File: src/rtl/gwp_pkg.sv
`default_nettype none

package gwp_pkg;

  // number format
  localparam int FRAC_BITS       = 16;
  localparam int MAX_FRAC_DIGITS = 9;

  localparam int CHAR_W     = 8;
  localparam int VAL_W      = 32;
  localparam int INT_W      = VAL_W + 1 - FRAC_BITS;
  localparam int MAG_W      = INT_W + FRAC_BITS;
  localparam int FRAC_ACC_W = $clog2(10 ** MAX_FRAC_DIGITS);
  localparam int DIV_W      = $clog2(10 ** MAX_FRAC_DIGITS + 1);
  localparam int FD_W       = $clog2(MAX_FRAC_DIGITS + 1);
  localparam int CNT_W      = $clog2(FRAC_BITS);

  localparam logic [INT_W-1:0] INT_CAP = {1'b1, {(INT_W - 1){1'b0}}};

  // input queue
  localparam int QDEPTH = 2;
  localparam int QPTR_W = $clog2(QDEPTH);
  localparam int QCNT_W = $clog2(QDEPTH + 1);

  // error codes
  localparam logic [1:0] ERR_NONE        = 2'd0;
  localparam logic [1:0] ERR_MALFORMED   = 2'd1;
  localparam logic [1:0] ERR_UNSUPPORTED = 2'd2;

  // character constants
  localparam logic [CHAR_W-1:0] CH_NUL   = 8'h00;
  localparam logic [CHAR_W-1:0] CH_TAB   = 8'h09;
  localparam logic [CHAR_W-1:0] CH_SPACE = 8'h20;
  localparam logic [CHAR_W-1:0] CH_HASH  = 8'h23;
  localparam logic [CHAR_W-1:0] CH_LPAR  = 8'h28;
  localparam logic [CHAR_W-1:0] CH_RPAR  = 8'h29;
  localparam logic [CHAR_W-1:0] CH_PLUS  = 8'h2B;
  localparam logic [CHAR_W-1:0] CH_MINUS = 8'h2D;
  localparam logic [CHAR_W-1:0] CH_POINT = 8'h2E;
  localparam logic [CHAR_W-1:0] CH_ZERO  = 8'h30;
  localparam logic [CHAR_W-1:0] CH_NINE  = 8'h39;
  localparam logic [CHAR_W-1:0] CH_SEMI  = 8'h3B;
  localparam logic [CHAR_W-1:0] CH_LA    = 8'h61;
  localparam logic [CHAR_W-1:0] CH_LZ    = 8'h7A;
  localparam logic [CHAR_W-1:0] CASE_MASK = 8'hDF;

  typedef enum logic [3:0] {
    C_NUL,
    C_SPACE,
    C_LPAREN,
    C_RPAREN,
    C_SEMI,
    C_HASH,
    C_MINUS,
    C_PLUS,
    C_POINT,
    C_DIGIT,
    C_OTHER
  } cls_e;

  typedef enum logic [2:0] {
    PH_IDLE,
    PH_PAREN,
    PH_SEMI,
    PH_LETTER,
    PH_SIGN,
    PH_INT,
    PH_POINT,
    PH_FRAC
  } phase_e;

  typedef enum logic [1:0] {
    B_RUN,
    B_DIV,
    B_FIN
  } bstate_e;

  // one queued character, already case folded
  typedef struct packed {
    logic [CHAR_W-1:0] ch;
    cls_e              cls;
  } gwp_item_t;

  typedef struct packed {
    logic                  start;
    logic [FRAC_ACC_W-1:0] dividend;
    logic [FD_W-1:0]       digits;
  } gwp_div_req_t;

  typedef struct packed {
    logic                 done;
    logic [FRAC_BITS-1:0] quot;
  } gwp_div_rsp_t;

  function automatic logic [DIV_W-1:0] pow10(input logic [FD_W-1:0] n);
    logic [DIV_W-1:0] r;
    case (int'(n))
      0:       r = DIV_W'(64'd1);
      1:       r = DIV_W'(64'd10);
      2:       r = DIV_W'(64'd100);
      3:       r = DIV_W'(64'd1000);
      4:       r = DIV_W'(64'd10000);
      5:       r = DIV_W'(64'd100000);
      6:       r = DIV_W'(64'd1000000);
      7:       r = DIV_W'(64'd10000000);
      8:       r = DIV_W'(64'd100000000);
      9:       r = DIV_W'(64'd1000000000);
      default: r = DIV_W'(64'd1);
    endcase
    return r;
  endfunction

endpackage

`default_nettype wire

File: src/rtl/gwp_front.sv
`default_nettype none

module gwp_front import gwp_pkg::*; (
  input  wire logic              clk_i,
  input  wire logic              rst_ni,
  input  wire logic              in_valid_i,
  output logic                   in_ready_o,
  input  wire logic [CHAR_W-1:0] char_byte_i,
  output gwp_item_t              item_o,
  output logic                   item_valid_o,
  input  wire logic              item_ready_i
);

  gwp_item_t         cur;
  gwp_item_t         mem_q [QDEPTH];
  logic [QPTR_W-1:0] wr_q, rd_q;
  logic [QCNT_W-1:0] cnt_q;
  logic              push, pop;

  // classify and fold lower-case letters
  always_comb begin
    cur.ch  = char_byte_i;
    cur.cls = C_OTHER;
    if (char_byte_i >= CH_LA && char_byte_i <= CH_LZ) begin
      cur.ch = char_byte_i & CASE_MASK;
    end
    if (char_byte_i == CH_NUL) begin
      cur.cls = C_NUL;
    end else if (char_byte_i == CH_SPACE || char_byte_i == CH_TAB) begin
      cur.cls = C_SPACE;
    end else if (char_byte_i == CH_LPAR) begin
      cur.cls = C_LPAREN;
    end else if (char_byte_i == CH_RPAR) begin
      cur.cls = C_RPAREN;
    end else if (char_byte_i == CH_SEMI) begin
      cur.cls = C_SEMI;
    end else if (char_byte_i == CH_HASH) begin
      cur.cls = C_HASH;
    end else if (char_byte_i == CH_MINUS) begin
      cur.cls = C_MINUS;
    end else if (char_byte_i == CH_PLUS) begin
      cur.cls = C_PLUS;
    end else if (char_byte_i == CH_POINT) begin
      cur.cls = C_POINT;
    end else if (char_byte_i >= CH_ZERO && char_byte_i <= CH_NINE) begin
      cur.cls = C_DIGIT;
    end
  end

  assign in_ready_o   = (cnt_q != QCNT_W'(QDEPTH));
  assign item_valid_o = (cnt_q != '0);
  assign item_o       = mem_q[rd_q];
  assign push         = in_valid_i && in_ready_o;
  assign pop          = item_valid_o && item_ready_i;

  always_ff @(posedge clk_i) begin
    if (push) begin
      mem_q[wr_q] <= cur;
    end
  end

  always_ff @(posedge clk_i or negedge rst_ni) begin
    if (!rst_ni) begin
      wr_q  <= '0;
      rd_q  <= '0;
      cnt_q <= '0;
    end else begin
      if (push) begin
        wr_q <= (wr_q == QPTR_W'(QDEPTH - 1)) ? '0 : wr_q + 1'b1;
      end
      if (pop) begin
        rd_q <= (rd_q == QPTR_W'(QDEPTH - 1)) ? '0 : rd_q + 1'b1;
      end
      if (push && !pop) begin
        cnt_q <= cnt_q + 1'b1;
      end else if (pop && !push) begin
        cnt_q <= cnt_q - 1'b1;
      end
    end
  end

endmodule

`default_nettype wire

File: src/rtl/gwp_div.sv
`default_nettype none

module gwp_div import gwp_pkg::*; (
  input  wire logic         clk_i,
  input  wire logic         rst_ni,
  input  wire gwp_div_req_t req_i,
  output gwp_div_rsp_t      rsp_o
);

  logic                 busy_q, done_q;
  logic [CNT_W-1:0]     cnt_q;
  logic [DIV_W:0]       rem_q;
  logic [DIV_W-1:0]     den_q;
  logic [FRAC_BITS-1:0] quot_q;
  logic [DIV_W:0]       rem2;
  logic                 ge;

  // restoring division, one quotient bit a cycle; remainder stays below divisor
  assign rem2 = rem_q << 1;
  assign ge   = (rem2 >= {1'b0, den_q});

  assign rsp_o.done = done_q;
  assign rsp_o.quot = quot_q;

  always_ff @(posedge clk_i or negedge rst_ni) begin
    if (!rst_ni) begin
      busy_q <= 1'b0;
      done_q <= 1'b0;
      cnt_q  <= '0;
    end else begin
      done_q <= 1'b0;
      if (req_i.start) begin
        busy_q <= 1'b1;
        cnt_q  <= '0;
      end else if (busy_q) begin
        cnt_q <= cnt_q + 1'b1;
        if (cnt_q == CNT_W'(FRAC_BITS - 1)) begin
          busy_q <= 1'b0;
          done_q <= 1'b1;
        end
      end
    end
  end

  always_ff @(posedge clk_i) begin
    if (req_i.start) begin
      rem_q  <= (DIV_W + 1)'(req_i.dividend);
      den_q  <= pow10(req_i.digits);
      quot_q <= '0;
    end else if (busy_q) begin
      rem_q  <= ge ? rem2 - {1'b0, den_q} : rem2;
      quot_q <= {quot_q[FRAC_BITS-2:0], ge};
    end
  end

endmodule

`default_nettype wire

File: src/rtl/gwp_back.sv
`default_nettype none

module gwp_back import gwp_pkg::*; (
  input  wire logic               clk_i,
  input  wire logic               rst_ni,
  input  wire gwp_item_t          item_i,
  input  wire logic               item_valid_i,
  output logic                    item_ready_o,
  output gwp_div_req_t            div_req_o,
  input  wire gwp_div_rsp_t       div_rsp_i,
  output logic                    out_valid_o,
  input  wire logic               out_ready_i,
  output logic                    word_valid_o,
  output logic [CHAR_W-1:0]       word_letter_o,
  output logic signed [VAL_W-1:0] word_value_o,
  output logic [1:0]              error_code_o,
  output logic                    line_end_o
);

  // parser state
  phase_e                phase_q, phase_d;
  logic [CHAR_W-1:0]     letter_q, letter_d;
  logic                  neg_q, neg_d;
  logic [INT_W-1:0]      int_q, int_d;
  logic [FRAC_ACC_W-1:0] frac_q, frac_d;
  logic [FD_W-1:0]       fd_q, fd_d;
  logic [1:0]            elatch_q, elatch_d;

  // word being finished
  bstate_e               bst_q, bst_d;
  logic [CHAR_W-1:0]     wletter_q;
  logic                  wneg_q;
  logic [INT_W-1:0]      wint_q;
  logic [1:0]            perr_q;
  logic                  pend_q;
  logic [MAG_W-1:0]      mag_q;

  // output register
  logic                  ovalid_q;
  logic                  oword_q;
  logic [CHAR_W-1:0]     oletter_q;
  logic [VAL_W-1:0]      ovalue_q;
  logic [1:0]            oerr_q;
  logic                  oend_q;

  logic                  out_free, pop, fin, do_start, raise, res_any, res_end;
  logic [1:0]            res_err, raise_code;
  logic [3:0]            dig;
  logic [INT_W+3:0]      int_x;
  logic [FRAC_ACC_W+3:0] frac_x;
  logic [MAG_W-1:0]      mag_neg;
  logic [VAL_W-1:0]      word_val;
  logic                  load_plain, load_word;

  assign out_free = !ovalid_q || out_ready_i;
  assign dig      = item_i.ch[3:0];
  assign int_x    = (INT_W + 4)'(int_q) * (INT_W + 4)'(10) + (INT_W + 4)'(dig);
  assign frac_x   = (FRAC_ACC_W + 4)'(frac_q) * (FRAC_ACC_W + 4)'(10)
                  + (FRAC_ACC_W + 4)'(dig);

  always_comb begin
    phase_d    = phase_q;
    letter_d   = letter_q;
    neg_d      = neg_q;
    int_d      = int_q;
    frac_d     = frac_q;
    fd_d       = fd_q;
    elatch_d   = elatch_q;
    pop        = 1'b0;
    fin        = 1'b0;
    do_start   = 1'b0;
    raise      = 1'b0;
    raise_code = ERR_NONE;
    res_any    = 1'b0;
    res_err    = ERR_NONE;
    res_end    = 1'b0;

    if (bst_q == B_RUN && item_valid_i && out_free) begin
      pop = 1'b1;
      if (elatch_q != ERR_NONE) begin
        // skip the rest of a line that failed
        if (item_i.cls == C_NUL) begin
          elatch_d = ERR_NONE;
          phase_d  = PH_IDLE;
        end
      end else begin
        case (phase_q)
          PH_IDLE: begin
            do_start = 1'b1;
          end
          PH_PAREN: begin
            if (item_i.cls == C_RPAREN) begin
              phase_d = PH_IDLE;
            end else if (item_i.cls == C_NUL) begin
              raise      = 1'b1;
              raise_code = ERR_MALFORMED;
            end
          end
          PH_SEMI: begin
            if (item_i.cls == C_NUL) begin
              phase_d = PH_IDLE;
              res_any = 1'b1;
              res_end = 1'b1;
            end
          end
          PH_LETTER, PH_SIGN: begin
            if (phase_q == PH_LETTER && item_i.cls == C_MINUS) begin
              neg_d   = 1'b1;
              phase_d = PH_SIGN;
            end else if (phase_q == PH_LETTER && item_i.cls == C_PLUS) begin
              phase_d = PH_SIGN;
            end else if (item_i.cls == C_DIGIT) begin
              int_d   = INT_W'(dig);
              phase_d = PH_INT;
            end else if (item_i.cls == C_POINT) begin
              phase_d = PH_POINT;
            end else begin
              raise      = 1'b1;
              raise_code = ERR_MALFORMED;
            end
          end
          PH_INT: begin
            if (item_i.cls == C_DIGIT) begin
              if (int_q < INT_CAP) begin
                int_d = (int_x > (INT_W + 4)'(INT_CAP)) ? INT_CAP : int_x[INT_W-1:0];
              end
            end else if (item_i.cls == C_POINT) begin
              phase_d = PH_FRAC;
            end else begin
              fin      = 1'b1;
              do_start = 1'b1;
              phase_d  = PH_IDLE;
            end
          end
          PH_POINT, PH_FRAC: begin
            if (item_i.cls == C_DIGIT) begin
              if (fd_q < FD_W'(MAX_FRAC_DIGITS)) begin
                frac_d = frac_x[FRAC_ACC_W-1:0];
                fd_d   = fd_q + 1'b1;
              end
              phase_d = PH_FRAC;
            end else if (phase_q == PH_POINT) begin
              raise      = 1'b1;
              raise_code = ERR_MALFORMED;
            end else begin
              fin      = 1'b1;
              do_start = 1'b1;
              phase_d  = PH_IDLE;
            end
          end
          default: begin
            phase_d = PH_IDLE;
          end
        endcase

        // what starts the next item, also right after a closed word
        if (do_start) begin
          case (item_i.cls)
            C_SPACE: begin
            end
            C_NUL: begin
              res_any = 1'b1;
              res_end = 1'b1;
            end
            C_LPAREN: begin
              phase_d = PH_PAREN;
            end
            C_SEMI: begin
              phase_d = PH_SEMI;
            end
            C_HASH: begin
              raise      = 1'b1;
              raise_code = ERR_UNSUPPORTED;
            end
            default: begin
              letter_d = item_i.ch;
              neg_d    = 1'b0;
              int_d    = '0;
              frac_d   = '0;
              fd_d     = '0;
              phase_d  = PH_LETTER;
            end
          endcase
        end

        if (raise) begin
          res_any  = 1'b1;
          res_err  = raise_code;
          res_end  = 1'b1;
          phase_d  = PH_IDLE;
          elatch_d = (item_i.cls != C_NUL) ? raise_code : ERR_NONE;
        end
      end
    end
  end

  // word sequencer
  always_comb begin
    bst_d     = bst_q;
    load_word = 1'b0;
    case (bst_q)
      B_RUN: begin
        if (pop && fin) begin
          bst_d = B_DIV;
        end
      end
      B_DIV: begin
        if (div_rsp_i.done) begin
          bst_d = B_FIN;
        end
      end
      B_FIN: begin
        if (out_free) begin
          load_word = 1'b1;
          bst_d     = B_RUN;
        end
      end
      default: begin
        bst_d = B_RUN;
      end
    endcase
  end

  assign load_plain = pop && res_any && !fin;

  // sign and clamp to the 32-bit range
  assign mag_neg = '0 - mag_q;
  always_comb begin
    if (wneg_q) begin
      word_val = (mag_q >= MAG_W'(33'h080000000)) ? 32'h80000000 : mag_neg[VAL_W-1:0];
    end else begin
      word_val = (mag_q > MAG_W'(33'h07FFFFFFF)) ? 32'h7FFFFFFF : mag_q[VAL_W-1:0];
    end
  end

  assign div_req_o.start    = pop && fin;
  assign div_req_o.dividend = frac_q;
  assign div_req_o.digits   = fd_q;

  assign item_ready_o  = pop;
  assign out_valid_o   = ovalid_q;
  assign word_valid_o  = oword_q;
  assign word_letter_o = oletter_q;
  assign word_value_o  = ovalue_q;
  assign error_code_o  = oerr_q;
  assign line_end_o    = oend_q;

  always_ff @(posedge clk_i or negedge rst_ni) begin
    if (!rst_ni) begin
      bst_q    <= B_RUN;
      phase_q  <= PH_IDLE;
      letter_q <= '0;
      neg_q    <= 1'b0;
      int_q    <= '0;
      frac_q   <= '0;
      fd_q     <= '0;
      elatch_q <= ERR_NONE;
      ovalid_q <= 1'b0;
    end else begin
      bst_q    <= bst_d;
      phase_q  <= phase_d;
      letter_q <= letter_d;
      neg_q    <= neg_d;
      int_q    <= int_d;
      frac_q   <= frac_d;
      fd_q     <= fd_d;
      elatch_q <= elatch_d;
      if (load_plain || load_word) begin
        ovalid_q <= 1'b1;
      end else if (out_ready_i) begin
        ovalid_q <= 1'b0;
      end
    end
  end

  always_ff @(posedge clk_i) begin
    if (pop && fin) begin
      wletter_q <= letter_q;
      wneg_q    <= neg_q;
      wint_q    <= int_q;
      perr_q    <= res_err;
      pend_q    <= res_end;
    end
    if (bst_q == B_DIV && div_rsp_i.done) begin
      mag_q <= {wint_q, {FRAC_BITS{1'b0}}} + MAG_W'(div_rsp_i.quot);
    end
    if (load_word) begin
      oword_q   <= 1'b1;
      oletter_q <= wletter_q;
      ovalue_q  <= word_val;
      oerr_q    <= perr_q;
      oend_q    <= pend_q;
    end else if (load_plain) begin
      oword_q   <= 1'b0;
      oletter_q <= '0;
      ovalue_q  <= '0;
      oerr_q    <= res_err;
      oend_q    <= res_end;
    end
  end

endmodule

`default_nettype wire

File: src/rtl/gcode_word_parser_top.sv
// g-code word parser
//
// in channel: one character per beat on char_byte_i (in_valid_i / in_ready_o);
// byte 0 ends a line. characters land in a two-entry queue after being
// classified, so the sender keeps going while the parser is busy.
// out channel: one result per beat (out_valid_o / out_ready_i) with
// word_valid_o, word_letter_o, word_value_o (signed 16.16, saturated),
// error_code_o (0 none, 1 malformed, 2 unsupported parameter) and
// line_end_o. characters that report nothing give no beat.
// sequence: a character is queued, then taken by the parser; its result,
// if any, is registered in the out register. the character that closes a
// word holds the parser while the bit-serial fraction divider runs (one
// quotient bit per cycle, FRAC_BITS bits, 16 at 16.16), then while the
// integer part is added, then while the value is signed, clamped and
// registered. the queue keeps accepting meanwhile until its two entries fill.
// stall: while the out register holds an untaken result the parser takes
// no new character; results are never dropped or repeated.
// reset: queue and out register empty, parser between words, no error
// pending; no clearing pass is needed.
`default_nettype none

module gcode_word_parser_top import gwp_pkg::*; (
  input  wire logic               clk_i,
  input  wire logic               rst_ni,
  input  wire logic               in_valid_i,
  output logic                    in_ready_o,
  input  wire logic [CHAR_W-1:0]  char_byte_i,
  output logic                    out_valid_o,
  input  wire logic               out_ready_i,
  output logic                    word_valid_o,
  output logic [CHAR_W-1:0]       word_letter_o,
  output logic signed [VAL_W-1:0] word_value_o,
  output logic [1:0]              error_code_o,
  output logic                    line_end_o
);

  gwp_item_t    item;
  logic         item_valid;
  logic         item_ready;
  gwp_div_req_t div_req;
  gwp_div_rsp_t div_rsp;

  // front: classify and queue characters
  gwp_front u_front (
    .clk_i        (clk_i),
    .rst_ni       (rst_ni),
    .in_valid_i   (in_valid_i),
    .in_ready_o   (in_ready_o),
    .char_byte_i  (char_byte_i),
    .item_o       (item),
    .item_valid_o (item_valid),
    .item_ready_i (item_ready)
  );

  // back: parser state machine and result register
  gwp_back u_back (
    .clk_i         (clk_i),
    .rst_ni        (rst_ni),
    .item_i        (item),
    .item_valid_i  (item_valid),
    .item_ready_o  (item_ready),
    .div_req_o     (div_req),
    .div_rsp_i     (div_rsp),
    .out_valid_o   (out_valid_o),
    .out_ready_i   (out_ready_i),
    .word_valid_o  (word_valid_o),
    .word_letter_o (word_letter_o),
    .word_value_o  (word_value_o),
    .error_code_o  (error_code_o),
    .line_end_o    (line_end_o)
  );

  // fraction digits scaled to FRAC_BITS binary places
  gwp_div u_div (
    .clk_i  (clk_i),
    .rst_ni (rst_ni),
    .req_i  (div_req),
    .rsp_o  (div_rsp)
  );

endmodule

`default_nettype wire

File: config.mk
export PLATFORM = sky130hd
export DESIGN_NAME = gcode_word_parser_top
export DESIGN_NICKNAME = d
export VERILOG_FILES = /design/src/rtl/gwp_pkg.sv /design/src/rtl/gwp_front.sv /design/src/rtl/gwp_div.sv /design/src/rtl/gwp_back.sv /design/src/rtl/gcode_word_parser_top.sv
export SDC_FILE = /design/constraint.sdc
export NUM_CORES = 1
export LEC_CHECK = 0
export ABC_AREA = 1
export BUFFER_PORTS_ARGS = -buffer_cell sky130_fd_sc_hd__clkbuf_2
export CORE_AREA = 4 4 210 212
export DETAILED_ROUTE_END_ITERATION = 10
export DIE_AREA = 0 0 214 216
export GPL_TIMING_DRIVEN = 0
export PLACE_DENSITY_LB_ADDON = 0.3
export SKIP_CTS_REPAIR_TIMING = 1
export SYNTH_ARGS = -nofsm -noshare
export SYNTH_HDL_FRONTEND = slang
export SYNTH_SLANG_ARGS = --single-unit
File: constraint.sdc
create_clock -name clk_i -period 4.7 [get_ports clk_i]
set_input_delay 0.94 -clock clk_i [delete_from_list [all_inputs] [get_ports clk_i]]
set_output_delay 0.94 -clock clk_i [all_outputs]
set_load 0.1 [all_outputs]
[Word level (Yosys, flattened, before mapping)]
Memory sizes are Yosys's and may differ from the RTL's. A register that Yosys moved wholly into a read port is not among the register bits.
Cells that the tools add are included.
Word-level totals
  flip-flop bits (word level): 230
  RAM bits: 24
  memory bits (read-only): 480
  memories kept: 2
Memory list
  (no name shown): words 16, bits a word 30, rd ports 1, clocked after memory_dff 1, wr ports 0, line gwp_pkg.sv:97  | case (int'(n))
  u_front.mem_q: words 2, bits a word 12, rd ports 1, clocked after memory_dff 0, wr ports 1, line gwp_front.sv:15  | gwp_item_t mem_q [QDEPTH];
Operators by class
  $add $sub $neg: 11
  multiply operators: 2
  order comparisons: 10
  equal/unequal tests: 33
  muxes and demuxes: 131
  bitwise operators: 2
  reductions and logical operators: 41
Operator list (count)
  30-bit 2-to-1 mux: 8
  32-bit 2-to-1 mux: 5
  17-bit 2-to-1 mux: 8
  8-bit by 6-bit equality test with 1-bit output (second input constant): 8
  4-bit 2-to-1 mux: 16
  1-bit 2-to-1 mux: 48
  2-bit 2-to-1 mux: 22
  3-bit 2-to-1 mux: 13
  17-bit one-hot mux with 2 select lines: 1
  33-bit by 16-bit adder with 33-bit output: 1
  33-bit by 32-bit greater-or-equal comparator with 1-bit output (second input constant): 1
  33-bit by 31-bit > comparator with 1-bit output (second input constant): 1
  1-bit by 32-bit subtractor with 32-bit output (first input constant): 1
  31-bit by 30-bit greater-or-equal comparator with 1-bit output: 1
  30-bit by 4-bit adder with 30-bit output: 1
  30-bit by 3-bit multiplier with 29-bit output (second input constant): 1
  30-bit subtractor: 1
  21-bit by 4-bit adder with 21-bit output: 1
  21-bit by 17-bit > comparator with 1-bit output (second input constant): 1
  17-bit by 3-bit multiplier with 20-bit output (second input constant): 1
  17-bit less-than comparator (second input constant): 1
  4-bit by 3-bit equality test with 1-bit output (second input constant): 4
  8-bit 2-to-1 mux: 2
  3-bit one-hot mux with 5 select lines: 1
  41 further kinds: 82

[Logic depth before layout (Yosys ltp)]
Gate-level depths: netlist of the first run.
An unclocked memory read counts as a cell.
  depth after elaboration: 18
  depth in mapped cells: 27
  gate-level depth less buffers: 25

[Hierarchy]
From an unflattened synthesis of the first run, not the netlist that was laid out.
Unflattened totals
  cell total of the unflattened synthesis: 2649
  area total of the unflattened synthesis: 19781.5 um^2
By module, submodules not included
  gwp_back: instances 1, cells each 1672, area an instance 12689.7 um^2
  gwp_div: instances 1, cells each 829, area an instance 5736.8 um^2
  gwp_front: instances 1, cells each 148, area an instance 1355.0 um^2

[Worst setup path after synthesis of the first run]
No wires, ideal clock.
  path type: input port to flip-flop
  start point: input port out_ready_i
  end point: register u_back.oerr_q[0], in the netlist u_back.error_code_o[0], enable pin
  setup time: 401 ps
  data arrival time: 2965 ps
  required time: 4299 ps
  setup slack: 1333 ps
  stages on the path: 9
  cell sequence: nor2_1 -> nor4_2 -> inv_1 -> nor2_1 -> clkbuf_1 -> nand2_1 -> inv_1 -> nand2_1 -> nand2_1
Between the ends
  word-level cells in the longest chain between the ends: 6
  elaborated cells between the ends (all ways): 11
  classes of those cells: 5 x mux; 6 x reduce/logical
Ends and longest elaborated chain
  start, declared: line gcode_word_parser_top.sv:29  | input wire logic out_ready_i,
  1-bit logical OR: line gwp_back.sv:55  | assign out_free = !ovalid_q || out_ready_i;
  1-bit logical AND: line gwp_back.sv:78  | if (bst_q == B_RUN && item_valid_i && out_free) begin
  1-bit 2-to-1 mux: line gwp_back.sv:78
  named net u_back.res_any: line gwp_back.sv:46  | logic out_free, pop, fin, do_start, raise, res_any, res_end;
  1-bit logical AND (2 in a row): line gwp_back.sv:224  | assign load_plain = pop && res_any && !fin;
  2-bit nonzero test (no line)
  end signal, assigned: line gwp_back.sv:291  | oerr_q <= perr_q;
  end signal, assigned: line gwp_back.sv:297  | oerr_q <= res_err;
  end, declared: line gwp_back.sv:43  | logic [1:0] oerr_q;
The timed path passes the listed nets, and every way through them passes these cells.
A chain may end at the register's enable or synchronous reset.

[Final worst setup path of the first run]
  start point: register u_back.frac_q[3]
  end point: register u_back.frac_q[21]
Between the ends
  word-level cells in the longest chain between the ends: 7
Ends and longest elaborated chain
  start, declared: line gwp_back.sv:25  | logic [FRAC_ACC_W-1:0] frac_q, frac_d;
  start signal, assigned: line gwp_back.sv:265  | frac_q <= frac_d;
  30-bit by 3-bit multiplier with 29-bit output *: line gwp_back.sv:58  | assign frac_x = (FRAC_ACC_W + 4)'(frac_q) * (FRAC_ACC_W + 4)'(10)
  30-bit by 4-bit adder with 30-bit output *: line gwp_back.sv:59  | + (FRAC_ACC_W + 4)'(dig);
  30-bit 2-to-1 mux *: line gwp_back.sv:137  | if (fd_q < FD_W'(MAX_FRAC_DIGITS)) begin
  30-bit 2-to-1 mux *: line gwp_back.sv:136  | if (item_i.cls == C_DIGIT) begin
  30-bit 2-to-1 mux *: line gwp_back.sv:87  | case (phase_q)
  30-bit 2-to-1 mux: line gwp_back.sv:158  | case (item_i.cls)
  30-bit 2-to-1 mux *: line gwp_back.sv:157  | if (do_start) begin
Every way passes the cells marked *; elsewhere a longest branch is shown, timed or not.

==> run_results.csv, run 1 <==
group,metric,value,unit
placed_design,dp_hpwl,39160,um
synth,share_of_synthesized_cell_area_in_full_adder_half_adder_and_majority_cells,9.082,%
floorplan,fp-row-count,75,
run,cap_violations,0,
floorplan,placeableCoreArea,0.04195,mm2
synth,synth_mux_area_share,0.05342,%
clock_network,clkSlewWorstSetupHoldPaths,0.07,ns
global_route,grt_max_degree,62,
worst_setup_path,crit_type,"reg -> reg",
worst_setup_path,critical_path.max_fanout,5,
worst_setup_path,cpPeakStageDelay,0.90,ns
layout,final_area,0.02087,mm2
global_route,number_of_antenna_violations_at_the_first_check_in_global_routing,0,
floorplan,die_w,214,um
timing,post-route-min-period,4.300,ns
synth,synth-compound-area-share,12.67,%
worst_setup_path,start_kind,"flop",
timing,hold_ws,0.3705,ns
synth,syn_inst,2372,
clock_network,cts_max_level,1,
synth,seq_area_frac_synth,41.40,%
routing,dr.pass1.iters,5,
power_and_ir_drop,max-vdd-ir-drop,0.3811,mV
outcome,status,"complete, no violations",
synth,synthSimpleGateAreaFrac,26.02,%
timing,timing.clock.skew,0.02798,ns
layout,finish.net_count,2609,
timing,rsz0062_at_grt,"no",
worst_setup_path,cp_data_arrival_time,4.75,ns
synth,synth-main-ff-cell,"sky130_fd_sc_hd__edfxtp_1",
synth,fraction_of_registers_with_async_set_reset,28.16,%
floorplan,io_pins,58,
routing,drt_drc_violations_left,0,
global_route,grt_total_ovfl,0,
worst_setup_path,cp_slowest_cell,"sky130_fd_sc_hd__nor4_1",
global_route,grt_use_total,21.05,%
timing,max_freq,232.5,MHz
routing,drt.antenna.violating_nets,0,
clock_network,cts_num_sinks,277,
power_and_ir_drop,net-switching-power,3.625,mW
synth,synth_top_family_by_area,"simple AND/OR/NAND/NOR gates",
placed_design,port_buffers,57,
power_and_ir_drop,leakage,9.515,nW
timing,setup_violations,0,
routing,route.final.wire_length,49930,um
power_and_ir_drop,power.switching_fraction,39.96,%
clock_network,clk_root_buffer_cell,"sky130_fd_sc_hd__clkbuf_16",
timing,final.period_utilization,91.50,%
placed_design,detailed_place.area,0.01976,mm2
timing,setup-tns-final,0,ns
routing,drt_first_iter_violations,1419,
layout,flow.area_growth_from_synthesis,11.40,%
worst_setup_path,critPathMostFrequentCell,"sky130_fd_sc_hd__nand3_1",
timing,slew-limit-headroom,21.03,%
layout,antennaDiodeCount,0,
synth,synth_xor_area_share,3.499,%
clock_network,insertion_delay_of_the_later_clocked_pin_in_the_worst_skew_pair,0.59,ns
timing,hold_viol_final,0,
power_and_ir_drop,cellPowerDensity,434.7,mW/mm2
synth,yosysTopAreaCellShare,29.17,%
floorplan,die_height,216,um
global_route,grt_pass1_vias,15420,
timing,timing.final.max_slew_violations,0,
layout,layout.filler_cells,4028,
synth,post_synth_most_frequent_cells,"612 x sky130_fd_sc_hd__nand2_1, 282 x sky130_fd_sc_hd__inv_1, 229 x sky130_fd_sc_hd__nor2_1",
routing,vias,16320,
synth,count_of_flip_flops_with_a_built_in_enable_after_synthesis,182,
worst_setup_path,cp_cell_sequence,"ha_1, ha_1, inv_2, fa_1, xnor2_1, inv_1, nor4_1, nand3_1, inv_1, nand3_1, nor2_2, nand2_2, inv_1, nand3_1, nand3_1, o21ai_0, nand2_1, o21ai_0",
worst_setup_path,cp.required,5.15,ns
synth,syn-mean-instance-area,7.899,um2
floorplan,floorplan.die_area,0.04622,mm2
synth,ys_ff_latch,277,
placed_design,global_placer_s_final_weighted_congestion,0.9567,
synth,yosysWarningCount,0,
power_and_ir_drop,clock_power_share,28.5,%
synth,synth_most_common_cell,"sky130_fd_sc_hd__nand2_1",
hold_path,hp-class,"in -> async",
routing,detail_route.wl_per_cell,16.49,um
worst_setup_path,r2r_slack,0.40,ns
synth,synth_area_leader_cell,"sky130_fd_sc_hd__edfxtp_1",
worst_setup_path,worstSetupEndpointType,"flop",
clock_network,tritoncts,"yes",
synth,ys_types,66,
synth,mappedNetlistNets,2517,
global_route,grt_first_pass_wirelength,80660,um
synth,synth_top_cells_by_area,"sky130_fd_sc_hd__edfxtp_1 29%, sky130_fd_sc_hd__nand2_1 12%, sky130_fd_sc_hd__dfrtp_1 10%",
power_and_ir_drop,power.share.combinational,34.9,%
clock_network,clock_path_buffers,3,
synth,syn_area,0.01874,mm2
power_and_ir_drop,power.sequential.fraction,36.7,%
floorplan,start_util,44.67,%
timing,worst_pin_slew,1.174,ns
layout,layout-drive-gt1-share,8.276,%
power_and_ir_drop,internal-power,5.448,mW
routing,viasPerCell,5.390,
clock_network,cts_buffers,31,
-- sequential cells by signal, summed over array words and instances, names as in the netlist, 8 cells and up --
register	cells
u_back.wletter_q	8
u_back.letter_q	8
u_back.frac_q	30
u_back.mag_q	33
u_back.word_value_o	32
u_back.int_q	17
u_front.mem_q	24
u_back.word_letter_o	8
u_div.quot_q	16
u_div.den_q	23
u_div.rem_q	30
u_back.wint_q	17
-- worst paths after layout --
check	startpoint	endpoint	cells after the start
worst max-delay path	u_back.frac_q[3]	u_back.frac_q[21]	18
worst min-delay path	rst_ni	u_back.out_valid_o	1
worst max register to register	u_back.frac_q[3]	u_back.frac_q[21]	18
worst min register to register	u_back.wint_q[7]	u_back.mag_q[23]	0
max in group asynchronous	rst_ni	u_back.letter_q[7]	2
min in group clk_i	u_back.wint_q[7]	u_back.mag_q[23]	0
-- cell usage in the layout (no fill, tap or decap), types with 20 or more instances in the layout --
cell | netlist | layout
sky130_fd_sc_hd__clkbuf_16 | 0 | 32
sky130_fd_sc_hd__edfxtp_1 | 182 | 182
sky130_fd_sc_hd__dfrtp_1 | 78 | 78
sky130_fd_sc_hd__clkbuf_2 | 0 | 56
sky130_fd_sc_hd__nor3_1 | 42 | 42
sky130_fd_sc_hd__xnor2_1 | 27 | 27
sky130_fd_sc_hd__a21oi_1 | 123 | 123
sky130_fd_sc_hd__nand3_1 | 123 | 123
sky130_fd_sc_hd__o211ai_1 | 22 | 22
sky130_fd_sc_hd__o21ai_0 | 162 | 162
sky130_fd_sc_hd__xor2_1 | 46 | 46
sky130_fd_sc_hd__ha_1 | 128 | 128
sky130_fd_sc_hd__nand4_1 | 40 | 40
sky130_fd_sc_hd__nor2_1 | 229 | 228
sky130_fd_sc_hd__a22oi_1 | 20 | 20
sky130_fd_sc_hd__nand2_1 | 612 | 610
sky130_fd_sc_hd__inv_1 | 282 | 282
sky130_fd_sc_hd__clkbuf_1 | 33 | 37
-- power by group through the flow --
stage / Combinational (mW) / Clock, mW / Sequential (mW)
after global placement: 3.08 / 0 / 3.37
after detailed placement: 3.15 / 0 / 3.37
after CTS: 3.16 / 2.63 / 3.33
after global routing: 3.47 / 2.74 / 3.37
final: 3.16 / 2.58 / 3.33
after floorplan: 1.71 / 0 / 4.00
-- cell families (layout without fill, tap and decap cells) --
group,count (synthesis),in the layout
compound gates,409,409
xor+xnor,74,74
fa+ha+maj,133,133
buf+inv,349,466
flops,277,277
mux,1,1
simple gates,1129,1129
-- worst max-delay path: cells and delay by family, from the launching register on --
| kind | cells | cell delay, ns |
|---|---|---|
| fa+ha+maj | 3 | 0.94 |
| flops | 1 | 0.44 |
| compound gates | 2 | 0.15 |
| simple gates | 8 | 1.85 |
| xor+xnor | 1 | 0.35 |
| buf+inv | 4 | 0.44 |
-- routing by layer --
| layer | wire length, um | track usage, % | vias up |
|---|---|---|---|
| met5 | 0 | 0 | - |
| met4 | 1159 | 5.425 | 0 |
| met3 | 2617 | 2.377 | 76 |
| met2 | 22410 | 34.31 | 421 |
| met1 | 23750 | 30.12 | 7649 |
| li1 | - | - | 8174 |
-- final cells by class --
class	instances	area, um2	share of cell area, %
flip-flops and latches	277	7757	37.17
well taps	539	674.4	3.231
inverters	293	1100	5.269
plain buffers	56	265.3	1.271
repair buffers	59	335.3	1.607
clock buffers	40	870.8	4.172
multi-input cells	1746	9629	46.13
clock inverters	18	240.2	1.151
-- stage by stage --
step	total power, mW	setup slack (ns)	cells	utilization, %
after detailed placement	6.521	0.08412	2970	47.10
after floorplan	5.708	1.333	2372	-
final	9.073	0.3996	3028	49.76
after global routing	9.578	0.07970	3028	49.76
after global placement	6.448	-0.2008	2968	46.96
after CTS	9.125	0.4210	3028	49.75
No activity file was read; power rests on OpenSTA's default activity.
==> run 2, diff against run 1 <==
Settings changed: MAX_ROUTING_LAYER set to met4.
Clock period 4.7 ns to 3.5 ns, I/O delays scaled along.
==> run 2 against run 1 <==
  * Hold slack lost 0.20 ns
  * Critical endpoint is now u_back.int_q[3]
  * Non-clock buffer count grew 30
  * Core utilization grew 1.9 points
  * Sequential share of layout area shrank 1.3 points
  * Final cell count grew 1.1%
  * Combinational power grew 38%
  * Register-to-register slack lost 0.41 ns
  * Worst setup slack lost 0.41 ns
  * Critical path type unchanged
  * Final area grew 3.9%
  * The run now ends with setup timing left
  * Sequential power grew 34%
==> run_results.csv, run 2 (synthesis gave the netlist of run 1 again) <==
group,metric,value,unit
floorplan,placeableCoreArea,0.04195,mm2
routing,viasPerCell,5.398,
layout,finish.net_count,2642,
hold_path,hp-class,"in -> async",
timing,finalWorstSetupSlack,-0.008160,ns
timing,hold_viol_final,0,
timing,setup_violations,1,
global_route,grt_max_degree,62,
floorplan,io_pins,58,
floorplan,fp-row-count,75,
layout,post-route-util,51.70,%
routing,route.final.wire_length,51190,um
clock_network,clk_root_buffer_cell,"sky130_fd_sc_hd__clkbuf_16",
clock_network,clkSlewWorstSetupHoldPaths,0.06,ns
worst_setup_path,start_kind,"flop",
power_and_ir_drop,cellPowerDensity,570.9,mW/mm2
floorplan,die_w,214,um
routing,drt_first_iter_violations,1247,
clock_network,tritoncts,"yes",
layout,area_of_combinational_cells_with_multiple_inputs,0.01014,mm2
routing,dr.pass1.iters,5,
power_and_ir_drop,max-vdd-ir-drop,0.5616,mV
global_route,number_of_antenna_violations_at_the_first_check_in_global_routing,0,
global_route,grt_total_ovfl,0,
timing,slew-limit-headroom,30.58,%
timing,post-route-min-period,3.508,ns
placed_design,global_placer_s_final_weighted_congestion,0.9456,
worst_setup_path,worstRegToRegCells,24,
global_route,grt_pass1_vias,15630,
timing,setup-tns-final,-0.008160,ns
floorplan,floorplan.die_area,0.04622,mm2
global_route,grt_first_pass_wirelength,81830,um
timing,worst_pin_slew,1.038,ns
worst_setup_path,cp.required,3.97,ns
routing,vias,16520,
timing,final.period_utilization,100.2,%
worst_setup_path,crit_type,"reg -> reg",
routing,detail_route.wl_per_cell,16.73,um
worst_setup_path,cp_data_arrival_time,3.97,ns
clock_network,cts_buffers,34,
layout,layout-drive-gt1-share,13.17,%
floorplan,die_height,216,um
layout,sequential_cell_area,0.007776,mm2
clock_network,cts_max_level,2,
routing,drt.antenna.violating_nets,0,
layout,most_frequent_standard_cell_in_the_layout_excluding_fill_and_tap_cells,"sky130_fd_sc_hd__nand2_1",
outcome,status,"complete, but fails checks",
clock_network,insertion_delay_of_the_later_clocked_pin_in_the_worst_skew_pair,0.54,ns
layout,layout.cells.most_common_list,"598 x sky130_fd_sc_hd__nand2_1, 279 x sky130_fd_sc_hd__inv_1, 219 x sky130_fd_sc_hd__nor2_1",
global_route,grt_use_total,22.06,%
layout,largest_reg_flops,33,
layout,final_cell_count_no_fill,3060,
routing,drt_drc_violations_left,0,
worst_setup_path,critical_path.max_fanout,6,
floorplan,start_util,44.67,%
placed_design,placedCellCount,2970,
timing,rsz0062_at_grt,"yes",
layout,antennaDiodeCount,0,
layout,regMostFlops,"u_back.mag_q",
timing,timing.clock.skew,0.02942,ns
layout,layout.filler_cells,3905,
run,cap_violations,0,
layout,flow.area_growth_from_synthesis,15.75,%
placed_design,port_buffers,57,
worst_setup_path,worstSetupEndpointType,"flop",
timing,max_freq,285.1,MHz
clock_network,cts_num_sinks,277,
power_and_ir_drop,leakage,9.706,nW
outcome,failed_checks,"setup timing",
timing,timing.final.max_slew_violations,0,
placed_design,detailedPlace.worstSlack,-0.8275,ns
placed_design,dp_hpwl,39390,um
clock_network,clock_path_buffers,3,
run 2: cell types whose count changed in the layout (fill, tap and decap cells not counted), moves of 9 or more:
cell / previous run / this run
sky130_fd_sc_hd__ha_2: 0 / 11
sky130_fd_sc_hd__nand2_1: 610 / 598
sky130_fd_sc_hd__ha_1: 128 / 113
sky130_fd_sc_hd__dfrtp_1: 78 / 63
sky130_fd_sc_hd__xor2_1: 46 / 36
sky130_fd_sc_hd__nor2_1: 228 / 219
sky130_fd_sc_hd__a21oi_1: 123 / 114
sky130_fd_sc_hd__dfrtp_2: 0 / 15
sky130_fd_sc_hd__buf_4: 3 / 29
run 2: report_power, final:
part           total [mW]  internal (mW)  switching, mW
logic                4.36           1.11           3.25
registers            4.47           4.19          0.279
clock network        3.56           2.14           1.42
total                12.4           7.43           4.95
run 2: final cells by class:
type	instances	area share, %
Multi-Input combinational cell	1746	46.75
Tap cell	539	3.110
Clock buffer	39	4.252
Sequential cell	277	35.86
Timing Repair Buffer	89	2.717
Clock inverter	21	0.9750
Buffer	56	1.269
Inverter	293	5.071
run 2: worst max-delay path, stage by stage, from the launching register on:
cell and delay, ns:
sky130_fd_sc_hd__dfrtp_2 0.48, sky130_fd_sc_hd__ha_4 0.27, sky130_fd_sc_hd__ha_4 0.16, sky130_fd_sc_hd__fa_2 0.59
sky130_fd_sc_hd__nand2_1 0.05, sky130_fd_sc_hd__inv_1 0.07, sky130_fd_sc_hd__nand4_1 0.10, sky130_fd_sc_hd__nand2_1 0.14
sky130_fd_sc_hd__nand2_1 0.12, sky130_fd_sc_hd__nor2_4 0.12, sky130_fd_sc_hd__nand2_4 0.08, sky130_fd_sc_hd__nor2_4 0.13
sky130_fd_sc_hd__nand3_1 0.08, sky130_fd_sc_hd__nand2_1 0.08, sky130_fd_sc_hd__nand2_1 0.07, sky130_fd_sc_hd__inv_2 0.05
sky130_fd_sc_hd__nand2_2 0.05, sky130_fd_sc_hd__nor2_4 0.25, sky130_fd_sc_hd__buf_6 0.16, sky130_fd_sc_hd__nand3_2 0.05
sky130_fd_sc_hd__nand2_1 0.07, sky130_fd_sc_hd__nand2_1 0.05, sky130_fd_sc_hd__nand2_1 0.10, sky130_fd_sc_hd__nand2_1 0.06
sky130_fd_sc_hd__nand2_1 0.07
run 2: metal layers:
metal  global-route usage, %  share of wire, %  wire length (um)
met1                   30.12                47             24190
met3                   2.546               4.4              2230
met5                       -                 0                 0
met4                   5.598               1.9               982
met2                   35.43                46             23790
run 2: final timing paths:
path | startpoint | endpoint | slack (ns)
worst max-delay path | u_back.int_q[3] | u_back.int_q[3] | -0.008
worst min-delay path | rst_ni | u_back.out_valid_o | 0.17
worst max register to register | u_back.int_q[3] | u_back.int_q[3] | -0.008
worst min register to register | u_back.wint_q[4] | u_back.mag_q[20] | 0.42
max in group asynchronous | rst_ni | u_back.frac_q[3] | 2.63
min in group clk_i | char_byte_i[7] | u_front.mem_q[1][11] | 0.40
run 2: metrics by stage:
stage,instance area (um2),power (mW),hold WS [ns]
CTS,20890,12.37,0.1610
global placement,19700,8.667,0.4043
finish,21690,12.38,0.1694
detailed placement,19760,8.766,0.4045
floorplan,18740,7.665,0.4003
global route,21690,13.07,0.1880
==> run 3, diff against run 2 <==
Clock period 3.5 ns to 3.69 ns, I/O delays scaled along.
==> run 3 against run 2 <==
  * Combinational power is 5.7% lower
  * Register-to-register slack better by 0.22 ns
  * Die area stayed put
  * Via count is 0.15% lower
  * Count of clock-buffer cells in the layout stayed put
  * The run now ends clean
  * Largest cell class unchanged
  * Clock skew hardly changed
==> run_results.csv, run 3 (synthesis gave the netlist of run 1 again) <==
group,metric,value,unit
layout,most_frequent_standard_cell_in_the_layout_excluding_fill_and_tap_cells,"sky130_fd_sc_hd__nand2_1",
layout,flow.area_growth_from_synthesis,14.34,%
routing,drt_first_iter_violations,1274,
power_and_ir_drop,max-vdd-ir-drop,0.5318,mV
layout,finish.net_count,2636,
global_route,grt_total_ovfl,0,
floorplan,fp-row-count,75,
hold_path,hp-class,"in -> async",
worst_setup_path,critical_path.max_fanout,6,
placed_design,detailedPlace.worstSlack,-0.6755,ns
floorplan,die_w,214,um
placed_design,detailed_place.area,0.01976,mm2
worst_setup_path,start_kind,"flop",
placed_design,placedCellCount,2970,
floorplan,die_height,216,um
routing,detail_route.wl_per_cell,16.67,um
global_route,grt_max_degree,62,
layout,final_cell_count_no_fill,3054,
routing,viasPerCell,5.400,
floorplan,io_pins,58,
worst_setup_path,cp.required,4.16,ns
timing,hold_viol_final,0,
layout,largest_reg_flops,33,
floorplan,placeableCoreArea,0.04195,mm2
clock_network,cts_buffers,34,
timing,post-route-min-period,3.483,ns
worst_setup_path,cp_data_arrival_time,3.95,ns
placed_design,port_buffers,57,
routing,drt_drc_violations_left,0,
clock_network,clkSlewWorstSetupHoldPaths,0.06,ns
timing,worst_pin_slew,1.050,ns
layout,regMostFlops,"u_back.mag_q",
routing,drt.antenna.violating_nets,0,
layout,layout.cells.most_common_list,"603 x sky130_fd_sc_hd__nand2_1, 282 x sky130_fd_sc_hd__inv_1, 226 x sky130_fd_sc_hd__nor2_1",
power_and_ir_drop,totalPowerFinal,11.72,mW
floorplan,start_util,44.67,%
timing,max_freq,287.1,MHz
run,cap_violations,0,
clock_network,cts_max_level,2,
timing,final.period_utilization,94.38,%
worst_setup_path,crit_type,"reg -> reg",
clock_network,clock_path_buffers,3,
power_and_ir_drop,cellPowerDensity,547.1,mW/mm2
layout,final_area,0.02142,mm2
global_route,grt_pass1_vias,15630,
clock_network,clk_root_buffer_cell,"sky130_fd_sc_hd__clkbuf_16",
clock_network,cts_num_sinks,277,
global_route,number_of_antenna_violations_at_the_first_check_in_global_routing,0,
layout,antennaDiodeCount,0,
global_route,grt_use_total,22.06,%
timing,setup_violations,0,
clock_network,tritoncts,"yes",
timing,timing.final.max_slew_violations,0,
layout,layout-drive-gt1-share,11.45,%
routing,dr.pass1.iters,5,
layout,post-route-util,51.08,%
worst_setup_path,worstSetupEndpointType,"flop",
floorplan,floorplan.die_area,0.04622,mm2
placed_design,dp_hpwl,39390,um
global_route,grt_first_pass_wirelength,81830,um
routing,vias,16490,
clock_network,insertion_delay_of_the_later_clocked_pin_in_the_worst_skew_pair,0.54,ns
timing,slew-limit-headroom,29.71,%
timing,finalWorstSetupSlack,0.2073,ns
timing,hold_ws,0.2069,ns
routing,route.final.wire_length,50920,um
timing,timing.clock.skew,0.02952,ns
outcome,status,"complete, no violations",
power_and_ir_drop,leakage,9.665,nW
timing,rsz0062_at_grt,"yes",
placed_design,global_placer_s_final_weighted_congestion,0.9456,
timing,setup-tns-final,0,ns
run 3: cell types whose count changed in the layout (fill, tap and decap cells not counted), sizes merged:
cell / before / now
buf: 54 / 48
run 3: power by group:
group | internal [mW] | switching [mW] | total (mW)
registers | 3.97 | 0.265 | 4.24
logic | 1.04 | 3.06 | 4.11
clock network | 2.03 | 1.35 | 3.38
total | 7.04 | 4.68 | 11.7
run 3: path summary, 6_finish.rpt:
path                                        from                 end  slack [ns]  cells after the start
worst max-delay path             u_back.int_q[3]     u_back.int_q[3]        0.21                     22
worst min register to register  u_back.wint_q[4]    u_back.mag_q[20]        0.42                      0
worst max register to register   u_back.int_q[3]     u_back.int_q[3]        0.21                     22
min in group clk_i              u_back.wint_q[4]    u_back.mag_q[20]        0.42                      0
worst min-delay path                      rst_ni  u_back.out_valid_o        0.21                      1
max in group asynchronous                 rst_ni    u_back.frac_q[1]        2.79                      2
run 3: critical path, stage by stage, from the launching register on:
cell and delay [ns]:
sky130_fd_sc_hd__dfrtp_2 0.48, sky130_fd_sc_hd__ha_4 0.27, sky130_fd_sc_hd__ha_4 0.16, sky130_fd_sc_hd__fa_2 0.59, sky130_fd_sc_hd__nand3_2 0.09, sky130_fd_sc_hd__nor2_2 0.14, sky130_fd_sc_hd__nand3_2 0.13, sky130_fd_sc_hd__nor2_4 0.18
sky130_fd_sc_hd__nand3_4 0.09, sky130_fd_sc_hd__nor2_4 0.13, sky130_fd_sc_hd__nand4_1 0.11, sky130_fd_sc_hd__nand2_1 0.10, sky130_fd_sc_hd__nand2_1 0.06, sky130_fd_sc_hd__inv_2 0.05, sky130_fd_sc_hd__nand2_2 0.05, sky130_fd_sc_hd__nor2_4 0.24
sky130_fd_sc_hd__buf_6 0.15, sky130_fd_sc_hd__nand3_1 0.06, sky130_fd_sc_hd__nand2_1 0.07, sky130_fd_sc_hd__nand2_1 0.05, sky130_fd_sc_hd__nand2_1 0.09, sky130_fd_sc_hd__nand2_1 0.05, sky130_fd_sc_hd__nand2_1 0.06
run 3: routing by layer:
metal / vias to the layer above / track usage [%] / part of all wire [%]
met1: 7788 / 30.12 / 47
met3: 82 / 2.546 / 4.7
met5: - / - / 0
li1: 8227 / - / -
met4: 0 / 5.598 / 2.2
met2: 395 / 35.43 / 46
run 3: layout make-up:
cell class / count / area, um2
Fill cell: 3958 / 20520
Multi-Input combinational cell: 1746 / 9927
Sequential cell: 277 / 7774
Inverter: 293 / 1100
Clock buffer: 39 / 922.1
Tap cell: 539 / 674.4
Timing Repair Buffer: 83 / 540.5
Buffer: 56 / 275.3
Clock inverter: 21 / 211.5
